## src/rtl/plist_pkg.sv

```systemverilog
package plist_pkg;

	localparam logic [2:0] CMD_INS_FRONT = 3'd0;
	localparam logic [2:0] CMD_INS_BACK  = 3'd1;
	localparam logic [2:0] CMD_INS_AT    = 3'd2;
	localparam logic [2:0] CMD_DEL_FRONT = 3'd3;
	localparam logic [2:0] CMD_DEL_BACK  = 3'd4;
	localparam logic [2:0] CMD_DEL_AT    = 3'd5;
	localparam logic [2:0] CMD_DUMP      = 3'd6;

	localparam logic [1:0] ST_OK     = 2'd0;
	localparam logic [1:0] ST_BADPOS = 2'd1;
	localparam logic [1:0] ST_FULL   = 2'd2;
	localparam logic [1:0] ST_EMPTY  = 2'd3;

	typedef struct packed {
		logic [2:0]         cmd;
		logic signed [31:0] value;
		logic [7:0]         position;
	} req_t;

	typedef struct packed {
		logic [1:0]         status;
		logic [4:0]         count;
		logic signed [31:0] item_value;
		logic [4:0]         item_position;
		logic               last;
	} rsp_t;

	typedef enum logic [1:0] {
		OP_HOLD,
		OP_INSERT,
		OP_DELETE,
		OP_ROTATE
	} cell_op_t;

	typedef struct packed {
		cell_op_t op;
		logic [5:0] idx;
	} cell_ctrl_t;

endpackage

```

## src/rtl/plist_cell.sv

```systemverilog
module plist_cell #(
	parameter int DATA_WIDTH = 32,
	parameter int INDEX = 0
) (
	input  logic                         clk,
	input  plist_pkg::cell_ctrl_t        ctrl,
	input  logic signed [DATA_WIDTH-1:0] new_value,
	input  logic signed [DATA_WIDTH-1:0] prev_value,
	input  logic signed [DATA_WIDTH-1:0] next_value,
	input  logic signed [DATA_WIDTH-1:0] head_value,
	output logic signed [DATA_WIDTH-1:0] value
);

	localparam logic [5:0] MY_IDX = 6'(INDEX);

	logic signed [DATA_WIDTH-1:0] value_q;
	logic signed [DATA_WIDTH-1:0] value_nx;

	always_comb begin
		value_nx = value_q;
		unique case (ctrl.op)
			plist_pkg::OP_HOLD: begin
				value_nx = value_q;
			end
			plist_pkg::OP_INSERT: begin
				if (MY_IDX == ctrl.idx) begin
					value_nx = new_value;
				end else if (MY_IDX > ctrl.idx) begin
					value_nx = prev_value;
				end
			end
			plist_pkg::OP_DELETE: begin
				if (MY_IDX >= ctrl.idx) begin
					value_nx = next_value;
				end
			end
			plist_pkg::OP_ROTATE: begin
				if (MY_IDX == ctrl.idx) begin
					value_nx = head_value;
				end else if (MY_IDX < ctrl.idx) begin
					value_nx = next_value;
				end
			end
			default: begin
				value_nx = value_q;
			end
		endcase
	end

	always_ff @(posedge clk) begin
		value_q <= value_nx;
	end

	assign value = value_q;

endmodule

```

## src/rtl/positional_list_engine.sv

```systemverilog
// Ordered list of signed values held in a chain of cells, one element per
// cell with the front of the list in the first cell. Inserts and deletes
// shift the cells behind the chosen position by one as the request is
// taken, so every update request answers with one response. A dump of a
// non-empty list rotates the chain toward the first cell, which is read
// out each cycle that the output register is free, so it gives one
// response per stored element and leaves the list as it was; no request
// is taken while it runs. A new request is taken only when the output
// register is empty or its waiting response is taken in the same cycle,
// so a stalled response holds off the request side.
module positional_list_engine #(
	parameter int CAPACITY = 16,
	parameter int DATA_WIDTH = 32
) (
	input  logic              clk,
	input  logic              arst_n,
	input  logic              req_valid,
	output logic              req_ready,
	input  plist_pkg::req_t   req,
	output logic              rsp_valid,
	input  logic              rsp_ready,
	output plist_pkg::rsp_t   rsp
);

	localparam int IW = (CAPACITY > 1) ? $clog2(CAPACITY) : 1;
	localparam int CW = $clog2(CAPACITY + 1);

	typedef enum logic {
		S_IDLE,
		S_DUMP
	} state_t;

	state_t          state_q;
	logic            rsp_valid_q;
	plist_pkg::rsp_t rsp_q;
	logic [CW-1:0]   count_q;
	logic [IW-1:0]   dump_q;

	logic signed [DATA_WIDTH-1:0] cell_value [CAPACITY];
	logic signed [DATA_WIDTH-1:0] new_value;

	plist_pkg::cell_ctrl_t ctrl;
	logic          out_free;
	logic          req_fire;
	logic          full;
	logic          empty;
	logic [8:0]    pos9;
	logic [8:0]    count9;
	logic [IW-1:0] pos_idx;
	logic [IW-1:0] tail_idx;
	logic [1:0]    status;
	logic [CW-1:0] count_nx;
	logic          dump_last;
	logic [CW-1:0] dump_pos;

	assign out_free  = !rsp_valid_q || rsp_ready;
	assign req_ready = (state_q == S_IDLE) && out_free;
	assign req_fire  = req_valid && req_ready;
	assign full      = count_q == CW'(CAPACITY);
	assign empty     = count_q == '0;
	assign pos9      = {1'b0, req.position};
	assign count9    = 9'(count_q);
	assign pos_idx   = IW'(req.position - 8'd1);
	assign tail_idx  = IW'(count_q - CW'(1));
	assign new_value = DATA_WIDTH'(req.value);
	assign dump_last = dump_q == tail_idx;
	assign dump_pos  = CW'(dump_q) + CW'(1);

	always_comb begin
		ctrl.op  = plist_pkg::OP_HOLD;
		ctrl.idx = '0;
		status   = plist_pkg::ST_OK;
		count_nx = count_q;
		if (req_fire) begin
			unique case (req.cmd)
				plist_pkg::CMD_INS_FRONT, plist_pkg::CMD_INS_BACK: begin
					if (full) begin
						status = plist_pkg::ST_FULL;
					end else begin
						ctrl.op  = plist_pkg::OP_INSERT;
						ctrl.idx = (req.cmd == plist_pkg::CMD_INS_FRONT) ? '0
							: 6'(IW'(count_q));
						count_nx = count_q + CW'(1);
					end
				end
				plist_pkg::CMD_INS_AT: begin
					if (pos9 == '0 || pos9 > count9 + 9'd1) begin
						status = plist_pkg::ST_BADPOS;
					end else if (full) begin
						status = plist_pkg::ST_FULL;
					end else begin
						ctrl.op  = plist_pkg::OP_INSERT;
						ctrl.idx = 6'(pos_idx);
						count_nx = count_q + CW'(1);
					end
				end
				plist_pkg::CMD_DEL_FRONT, plist_pkg::CMD_DEL_BACK: begin
					if (empty) begin
						status = plist_pkg::ST_EMPTY;
					end else begin
						ctrl.op  = plist_pkg::OP_DELETE;
						ctrl.idx = (req.cmd == plist_pkg::CMD_DEL_FRONT) ? '0
							: 6'(tail_idx);
						count_nx = count_q - CW'(1);
					end
				end
				plist_pkg::CMD_DEL_AT: begin
					if (empty) begin
						status = plist_pkg::ST_EMPTY;
					end else if (pos9 == '0 || pos9 > count9) begin
						status = plist_pkg::ST_BADPOS;
					end else begin
						ctrl.op  = plist_pkg::OP_DELETE;
						ctrl.idx = 6'(pos_idx);
						count_nx = count_q - CW'(1);
					end
				end
				plist_pkg::CMD_DUMP: begin
					status = empty ? plist_pkg::ST_EMPTY : plist_pkg::ST_OK;
				end
				default: begin
					status = plist_pkg::ST_OK;
				end
			endcase
		end else if (state_q == S_DUMP && out_free) begin
			ctrl.op  = plist_pkg::OP_ROTATE;
			ctrl.idx = 6'(tail_idx);
		end
	end

	for (genvar i = 0; i < CAPACITY; i++) begin : g_cell
		plist_cell #(
			.DATA_WIDTH(DATA_WIDTH),
			.INDEX(i)
		) u_cell (
			.clk(clk),
			.ctrl(ctrl),
			.new_value(new_value),
			.prev_value(cell_value[(i > 0) ? i - 1 : 0]),
			.next_value(cell_value[(i < CAPACITY - 1) ? i + 1 : i]),
			.head_value(cell_value[0]),
			.value(cell_value[i])
		);
	end

	always_ff @(posedge clk or negedge arst_n) begin
		if (!arst_n) begin
			state_q     <= S_IDLE;
			rsp_valid_q <= 1'b0;
			rsp_q       <= '0;
			count_q     <= '0;
			dump_q      <= '0;
		end else begin
			count_q <= count_nx;
			if (out_free) begin
				rsp_valid_q <= 1'b0;
			end
			unique case (state_q)
				S_IDLE: begin
					if (req_fire) begin
						if (req.cmd == plist_pkg::CMD_DUMP && !empty) begin
							state_q <= S_DUMP;
							dump_q  <= '0;
						end else begin
							rsp_valid_q         <= 1'b1;
							rsp_q.status        <= status;
							rsp_q.count         <= 5'(count_nx);
							rsp_q.item_value    <= '0;
							rsp_q.item_position <= '0;
							rsp_q.last          <= 1'b1;
						end
					end
				end
				S_DUMP: begin
					if (out_free) begin
						rsp_valid_q         <= 1'b1;
						rsp_q.status        <= plist_pkg::ST_OK;
						rsp_q.count         <= 5'(count_q);
						rsp_q.item_value    <= 32'(cell_value[0]);
						rsp_q.item_position <= 5'(dump_pos);
						rsp_q.last          <= dump_last;
						if (dump_last) begin
							state_q <= S_IDLE;
							dump_q  <= '0;
						end else begin
							dump_q <= dump_q + IW'(1);
						end
					end
				end
				default: begin
					state_q <= S_IDLE;
				end
			endcase
		end
	end

	assign rsp_valid = rsp_valid_q;
	assign rsp       = rsp_q;

	a_count_bound: assert property (@(posedge clk) disable iff (!arst_n)
		count_q <= CW'(CAPACITY))
		else $error("Element count exceeds capacity.");

	a_dump_range: assert property (@(posedge clk) disable iff (!arst_n)
		state_q == S_DUMP |-> (!empty && CW'(dump_q) < count_q))
		else $error("Dump index runs past the stored elements.");

	a_count_step: assert property (@(posedge clk) disable iff (!arst_n)
		##1 (count_q == $past(count_q) || count_q == $past(count_q) + CW'(1)
			|| count_q == $past(count_q) - CW'(1)))
		else $error("Element count changed by more than one.");

endmodule

```

## config.mk

```make
export PLATFORM = sky130hd
export DESIGN_NAME = positional_list_engine
export DESIGN_NICKNAME = d
export VERILOG_FILES = /design/src/rtl/plist_pkg.sv /design/src/rtl/plist_cell.sv /design/src/rtl/positional_list_engine.sv
export SDC_FILE = /design/constraint.sdc
export NUM_CORES = 1
export LEC_CHECK = 0
export ABC_AREA = 1
export BUFFER_PORTS_ARGS = -buffer_cell sky130_fd_sc_hd__buf_2
export CAP_MARGIN = 25
export CORE_ASPECT_RATIO = 0.8
export CORE_UTILIZATION = 40
export CTS_CLUSTER_SIZE = 25
export DETAILED_ROUTE_END_ITERATION = 7
export SYNTH_ARGS = -nofsm -noshare
export SYNTH_HDL_FRONTEND = slang
export SYNTH_SLANG_ARGS = --single-unit
```

## constraint.sdc

```tcl
create_clock -name clk -period 5.55 [get_ports clk]
set_clock_uncertainty 0.1 [all_clocks]
set_input_delay 1.3875 -clock clk [delete_from_list [all_inputs] [get_ports clk]]
set_output_delay 1.3875 -clock clk [all_outputs]
set_load 0.01 [all_outputs]
```

Word-level counts from Yosys, hierarchy flattened
Cells that the tools add are included.
{ "op_classes": {"n_eq_ne": 78, "n_bitwise": 3, "mux": 136, "addsub": 6, "order_cmp": 47, "reduce_logical": 36} }
{ "op_table": {"columns": ["cell", "n"], "rows": [
  ["32-bit two-way mux", 77],
  ["32-bit case mux with 3 select lines", 15],
  ["45-bit two-way mux", 3],
  ["45-bit case mux with 2 select lines", 1],
  ["3-bit by 1-bit inequality test with 1-bit output (second input constant)", 29],
  ["32-bit case mux with 2 select lines", 1],
  ["4-bit AND reduction", 14],
  ["4-bit by 6-bit == test with 1-bit output (first input constant)", 8],
  ["4-bit by 6-bit greater-than comparator with 1-bit output (first input constant)", 8],
  ["4-bit by 6-bit greater-or-equal comparator with 1-bit output (first input constant)", 7],
  ["4-bit by 6-bit < comparator with 1-bit output (first input constant)", 7],
  ["8-bit two-way mux", 5],
  ["2-bit by 1-bit inequality test with 1-bit output (second input constant)", 20],
  ["8-bit case mux with 4 select lines", 1],
  ["5-bit two-way mux", 6],
  ["3-bit by 6-bit == test with 1-bit output (first input constant)", 4],
  ["3-bit by 6-bit greater-or-equal comparator with 1-bit output (first input constant)", 4],
  ["3-bit by 6-bit greater-than comparator with 1-bit output (first input constant)", 4],
  ["3-bit by 6-bit < comparator with 1-bit output (first input constant)", 4],
  ["4-bit two-way mux", 6],
  ["7-bit two-way mux", 3],
  ["5-bit case mux with 4 select lines", 1],
  ["2-bit by 6-bit == test with 1-bit output (first input constant)", 2],
  ["1-bit by 6-bit greater-or-equal comparator with 1-bit output (first input constant)", 2],
  ["other kinds (40)", 74]
]} }
{ "totals": {"register_bits": 568, "out_inout_bits": 47, "in_bits": 47, "word_cells": 331} }

Depth between registers and ports, before layout
{ "logic_depth": {"ltp_word": 10, "ltp_mapped": 26, "depth_no_buf": 23} }

Hierarchy
Synthesis repeated with hierarchy kept, for this count alone.
{ "hier_totals": {"hier_cells": 7593, "area_unflattened_um2": 49801.5} }
{ "by_module_without_submodules": {"columns": ["mod", "cells_each", "seq_area_each_um2", "area_each_um2", "n_inst"], "rows": [
  ["positional_list_engine", 354, 1401.3, 3315.7, 1],
  ["plist_cell (g_cell[1].u_cell)", 461, 960.9, 3055.4, 1],
  ["plist_cell (g_cell[7].u_cell)", 463, 960.9, 3047.9, 1],
  ["plist_cell (g_cell[12].u_cell)", 445, 960.9, 2970.3, 1],
  ["plist_cell (g_cell[9].u_cell)", 465, 960.9, 2969.1, 1],
  ["plist_cell (g_cell[10].u_cell)", 463, 960.9, 2941.6, 1],
  ["plist_cell (g_cell[0].u_cell)", 457, 960.9, 2916.5, 1],
  ["plist_cell (g_cell[2].u_cell)", 456, 960.9, 2911.5, 1],
  ["plist_cell (g_cell[13].u_cell)", 445, 960.9, 2902.8, 1],
  ["plist_cell (g_cell[4].u_cell)", 450, 960.9, 2900.3, 1],
  ["plist_cell (g_cell[8].u_cell)", 451, 960.9, 2882.8, 1],
  ["plist_cell (g_cell[5].u_cell)", 455, 960.9, 2879.0, 1],
  ["plist_cell (g_cell[3].u_cell)", 448, 960.9, 2859.0, 1],
  ["plist_cell (g_cell[14].u_cell)", 461, 960.9, 2856.5, 1],
  ["+3 rows", null, null, null, null]
]} }

Least setup slack after synthesis
Ideal clock, no wire load.
{ "synth_path": {"kind": "in2reg", "start": "input port req[0] (netlist bit)", "end": "register g_cell[6].u_cell.value_q[0], enable pin", "arrival_time_ns": 5.207, "setup_ns": 0.461, "stages": 21, "setup_slack_ns": -0.218, "t_required_ns": 4.989, "n_path_buf": 2, "path_cell_list": "inv_1 ha_1 inv_1 nand2_1 nand2_1 nand2_1 nand2_1 nand2_1 nand2_1 nand2_1 nand3_2 nand2_1 nand2_1 nand2_1 nand2_1 nand2_4 buf_6 nand3_2 buf_2 a21oi_1 nor3_1"} }
{ "synth_via": {"elab_chain_len": 9, "elab_cells_between_ends": 25, "cone_classes": "add/sub (1); order compare (5); eq/ne (7); mux (6); bitwise (1); reduce/logical (5)"} }
{ "synth_lines": {"columns": ["element", "line", "text"], "rows": [
  ["from (decl)", "positional_list_engine.sv:19", "input plist_pkg::req_t req,"],
  ["8-bit by 5-bit greater-than comparator with 1-bit output or 9-bit zero test (tied branches)", "positional_list_engine.sv:110, positional_list_engine.sv:87", null],
  ["1-bit logical OR", "positional_list_engine.sv:110", "end else if (pos9 == '0 || pos9 > count9) begin"],
  ["8-bit two-way mux", "positional_list_engine.sv:110", null],
  ["8-bit two-way mux", "positional_list_engine.sv:108", "if (empty) begin"],
  ["8-bit case mux with 4 select lines *", "positional_list_engine.sv:75", "unique case (req.cmd)"],
  ["8-bit two-way mux *", "positional_list_engine.sv:74", "if (req_fire) begin"],
  ["3-bit by 6-bit < comparator with 1-bit output (tied with other cells)", "plist_cell.sv:40", "end else if (MY_IDX < ctrl.idx) begin"],
  ["3-bit by 1-bit inequality test with 1-bit output (no source line) (tied with other cells)", null, null],
  ["4-bit AND reduction (no source line) *", null, null],
  ["to (signal assigned)", "plist_cell.sv:51", "value_q <= value_nx;"],
  ["to (decl)", "plist_cell.sv:16", "logic signed [DATA_WIDTH-1:0] value_q;"]
]} }
Every way passes the cells marked *; elsewhere a longest branch is shown, timed or not.
A chain may end at the register's enable or synchronous reset.

Worst setup path in the final report
{ "layout_path": {"start": "register count_q[1]", "end": "register g_cell[2].u_cell.value_q[6], enable pin"} }
{ "layout_via": {"elab_chain_len": 9, "elab_cells_between_ends": 32, "cone_classes": "add/sub (2); order compare (5); eq/ne (8); mux (11); bitwise (1); reduce/logical (5)"} }
{ "layout_lines": {"columns": ["element", "line", "text"], "rows": [
  ["from (decl)", "positional_list_engine.sv:36", "logic [CW-1:0] count_q;"],
  ["from (signal assigned)", "positional_list_engine.sv:154", "count_q <= count_nx;"],
  ["5-bit by 1-bit adder with 6-bit output or 8-bit by 5-bit greater-than comparator with 1-bit output (tied branches)", "positional_list_engine.sv:87, positional_list_engine.sv:110", null],
  ["8-bit by 6-bit greater-than comparator with 1-bit output or 1-bit logical OR (tied branches)", "positional_list_engine.sv:87, positional_list_engine.sv:110", null],
  ["1-bit logical OR or 8-bit two-way mux (tied branches)", "positional_list_engine.sv:87, positional_list_engine.sv:110", null],
  ["7-bit two-way mux or 8-bit two-way mux (tied branches)", "positional_list_engine.sv:87, positional_list_engine.sv:108", null],
  ["8-bit case mux with 4 select lines", "positional_list_engine.sv:75", null],
  ["8-bit two-way mux *", "positional_list_engine.sv:74", null],
  ["2-bit by 6-bit < comparator with 1-bit output (tied with other cells)", "plist_cell.sv:40", null],
  ["3-bit by 1-bit inequality test with 1-bit output (no source line) (tied with other cells)", null, null],
  ["4-bit AND reduction (no source line) *", null, null],
  ["to (signal assigned)", "plist_cell.sv:51", null],
  ["to (decl)", "plist_cell.sv:16", null]
]} }
Marks and branches as above.

==> flow_summary.json <==
{
  "final_hold_viol_count": 0,
  "r2r_slack_ns": 0.92,
  "final_nets": 3798,
  "fmax_mhz": 216,
  "port_buffers": 93,
  "start_kind": "flop",
  "finalInstanceArea_sq_um": 34000,
  "crit_type": "flop to flop",
  "synth_edf_count": 512,
  "drc": 0,
  "dieWidth_um": 312,
  "gr-total-overflow": 0,
  "first_global_vias": 25200,
  "worst_ep_required_time_ns": 5.74,
  "cts_tree": "yes",
  "ctsHoldBuffers": 0,
  "path_cells": "inv_1 > ha_1 > inv_1 > ha_1 > nand2_1 > nand2_1 > nand2_1 > nand2_1 > nand2_1 > nand2_1 > nand2_1 > nand2_1 > o21ai_0 > inv_1 > nor2_1 > nand2_1 > nand2_2 > inv_1 > a21oi_2 > o21ai_1 > a21oi_4 > buf_4",
  "period_needed_ns": 4.63,
  "outcome": "complete, no violations",
  "synth_top_family_by_area": "simple AND/OR/NAND/NOR gates",
  "slew_headroom_pct": 31.3,
  "end_kind": "flop",
  "fill_cells": 7680,
  "setup_viol": 0,
  "async_flop_share_pct": 9.86,
  "cp_max_fo": 32,
  "setup_tns_ns": 0,
  "fin_crit_sh_pct": 83.4,
  "reg2regPathDepth": 22,
  "io_pins": 94,
  "path_buf_inv": 5,
  "synthMuxAreaShare_pct": 0,
  "cp_top_family": "buffers and inverters",
  "antenna_found_initial": 2,
  "place_area_sq_um": 32200,
  "hp-start": "rsp[34]$_DFFE_PN0P_",
  "clock_path_buffers": 3,
  "hold_path_depth": 2,
  "hold_class": "flop to flop",
  "dr.first_iter.drc_count": 3221,
  "leakage_nw": 15.6,
  "irDropWorstVdd_mv": 0.344,
  "vias": 26600,
  "synth_fa_ha_area_share_pct": 0.653,
  "start_util_pct": 40.5,
  "reg2reg_to": "g_cell[2].u_cell.value[6]$_DFFE_PP_",
  "clock_sinks": 568,
  "synth_ff_type": "edfxtp_1",
  "wl_per_cell_um": 22.2,
  "min_to": "rsp[34]$_DFFE_PN0P_",
  "clock_latency_ns": 0.65,
  "yosys_warnings": 0,
  "htree_num_levels": 2,
  "grt_max_degree": 151,
  "synthSimpleGateAreaFrac_pct": 25.7,
  "syn-num-nets": 3814,
  "syn-cell-area_sq_um": 30700,
  "r2r_start": "count_q[1]$_DFF_PN0_",
  "cp_slowest_cell": "dfrtp_1",
  "gp_congestion": 0.928,
  "ant_nets": 0,
  "post_cts_buffers": 0,
  "yosysUniqueCellTypes": 45,
  "syn_inst": 3751,
  "cp_common_cell": "nand2_1",
  "rows": 90,
  "final_layout_size_suffix_gt1_share_pct": 8.95,
  "detailed_place_hpwl_um": 70400,
  "rsz0062_at_grt": "no",
  "grt_pass1_wl_um": 158000,
  "synth_compound_area_share_pct": 11.9,
  "die_area_sq_um": 77800,
  "clk_pin_slew_ns": 0.07,
  "max_slew.worst_pin.slew_ns": 1.02,
  "die_h_um": 250,
  "crit_path_max_incr_delay_ns": 0.44,
  "track_usage_pct": 26.9,
  "routed_wl_um": 107000,
  "core-area_sq_um": 75700,
  "numCtsBuffers": 57,
  "cp_data_arrival_time_ns": 4.82,
  "cts_root_buf": "clkbuf_16",
  "slew_viol_final": 0,
  "synth-seq-cells": 568,
  "max_cap_violations": 0,
  "cts_resized": 0,
  "drt-vias-per-instance": 5.54,
  "syn-mean-instance-area_sq_um": 8.18,
  "synth_seq_area_share_pct": 54.7,
  "drtPass1Iterations": 6,
  "powerDensity_nw_per_um2": 630,
  "synth-xor-area-share_pct": 0.281,
  "syn2layout_area_growth_pct": 10.7
}
[per-stage QoR]
step           total power (W)  worst slack [ns]  util (%)  hold WS (ns)  std cells
4_1_cts                 0.0213              1.02      44.9         0.371       4790
2_1_floorplan           0.0141             0.256         -         0.387       3751
5_1_grt                 0.0227             0.691      44.9         0.398       4791
6_report                0.0214             0.924      44.9         0.366       4791
3_5_place_dp            0.0175             0.656      42.6         0.355       4688
3_3_place_gp            0.0174             0.670      42.6         0.352       4687
[per-layer routing]
layer / track usage [%] / up-vias / routed length [um]
met1: 39.0 / 12800 / 47000
met4: 7.91 / 2 / 2980
met3: 5.30 / 168 / 10200
met2: 40.4 / 1218 / 46200
met5: 1.35 / - / 129
li1: - / 12300 / -
[synth_stat cells (2+ instances only)]
cell type     n  area (sq um)
nand2_1    1640          6160
edfxtp_1    512         15400
o21ai_0     478          2390
inv_1       210           788
nand3_1     184           921
o21ai_1     157           786
buf_2       114           571
clkbuf_1    101           379
nor2_1       79           297
a21oi_1      73           365
dfrtp_1      56          1400
ha_1         16           200
buf_1        15          56.3
buf_4        13          97.6
buf_6        12           135
nand2_2      11          68.8
nand4_1      11          68.8
nor2_4       10           113
nand3_2       8          80.1
inv_2         6          22.5
xor2_1        6          52.6
clkbuf_2      4          20.0
nand2_4       4          45.0
nand3_4       3          52.6
nor3_1        3          15.0
a21oi_2       2          17.5
nor2_2        2          12.5
o2111ai_1     2          17.5
o21ai_2       2          17.5
xnor2_1       2          17.5
[cell families after synthesis]
kind of cell | count (synthesis)
compound gates | 721
xor+xnor | 9
fa+ha+maj | 16
buf+inv | 476
flops | 568
simple gates | 1961
[registers in the layout, indices dropped and copies added, names as in the netlist]
name	count
rsp	45
dump_q	4
count_q	5
rsp_valid	1
g_cell.u_cell.value	512
state_q	1
[worst register-to-register path, cell delays in order, from the launching register on]
cell	delay, ns
dfrtp_1	0.44
inv_1	0.24
ha_1	0.36
inv_1	0.27
ha_1	0.31
nand2_1	0.07
nand2_1	0.06
nand2_1	0.05
nand2_1	0.04
nand2_1	0.05
nand2_1	0.05
nand2_1	0.12
nand2_1	0.10
o21ai_0	0.26
inv_1	0.10
nor2_1	0.15
nand2_1	0.18
nand2_2	0.23
inv_1	0.12
a21oi_2	0.20
o21ai_1	0.15
a21oi_4	0.16
buf_4	0.44
[layout by cell type, fill, tap and decap left out, types with 16 or more instances in the layout]
cell | netlist | routed
edfxtp_1 | 512 | 512
o21ai_1 | 157 | 161
buf_4 | 13 | 73
clkbuf_16 | 0 | 58
o21ai_0 | 478 | 474
dfrtp_1 | 56 | 56
nand3_1 | 184 | 184
inv_1 | 210 | 209
nand2_2 | 11 | 16
a21oi_1 | 73 | 64
nor2_1 | 79 | 73
nand2_1 | 1640 | 1635
ha_1 | 16 | 16
buf_2 | 114 | 93
buf_12 | 0 | 17
nor2_4 | 10 | 16
[worst max path at each step]
stage / from / to / cells past startpoint
CTS: count_q[1]$_DFF_PN0_ / g_cell[2].u_cell.value[22]$_DFFE_PP_ / 22
finish: count_q[1]$_DFF_PN0_ / g_cell[2].u_cell.value[6]$_DFFE_PP_ / 22
floorplan: req[3] / g_cell[15].u_cell.value[0]$_DFFE_PP_ / 20
global route: count_q[1]$_DFF_PN0_ / g_cell[2].u_cell.value[0]$_DFFE_PP_ / 22
global placement: req[0] / g_cell[2].u_cell.value[6]$_DFFE_PP_ / 22
detailed placement: req[4] / g_cell[8].u_cell.value[5]$_DFFE_PP_ / 17
[cell type report]
class	count	area [sq um]	share of cell area, %
Sequential cell	568	16800	49.4
Multi-Input combinational cell	2707	12000	35.3
Clock buffer	72	1530	4.52
Timing Repair Buffer	184	1370	4.02
Tap cell	1012	1270	3.73
Inverter	217	827	2.44
Clock inverter	30	195	0.575
Antenna cell	1	2.50	0.00737
[power breakdown]
part	switching, W	internal, W
Clock	0.00177	0.00200
Sequential	0.00114	0.00781
Combinational	0.00622	0.00247
No activity file was read; power rests on OpenSTA's default activity.
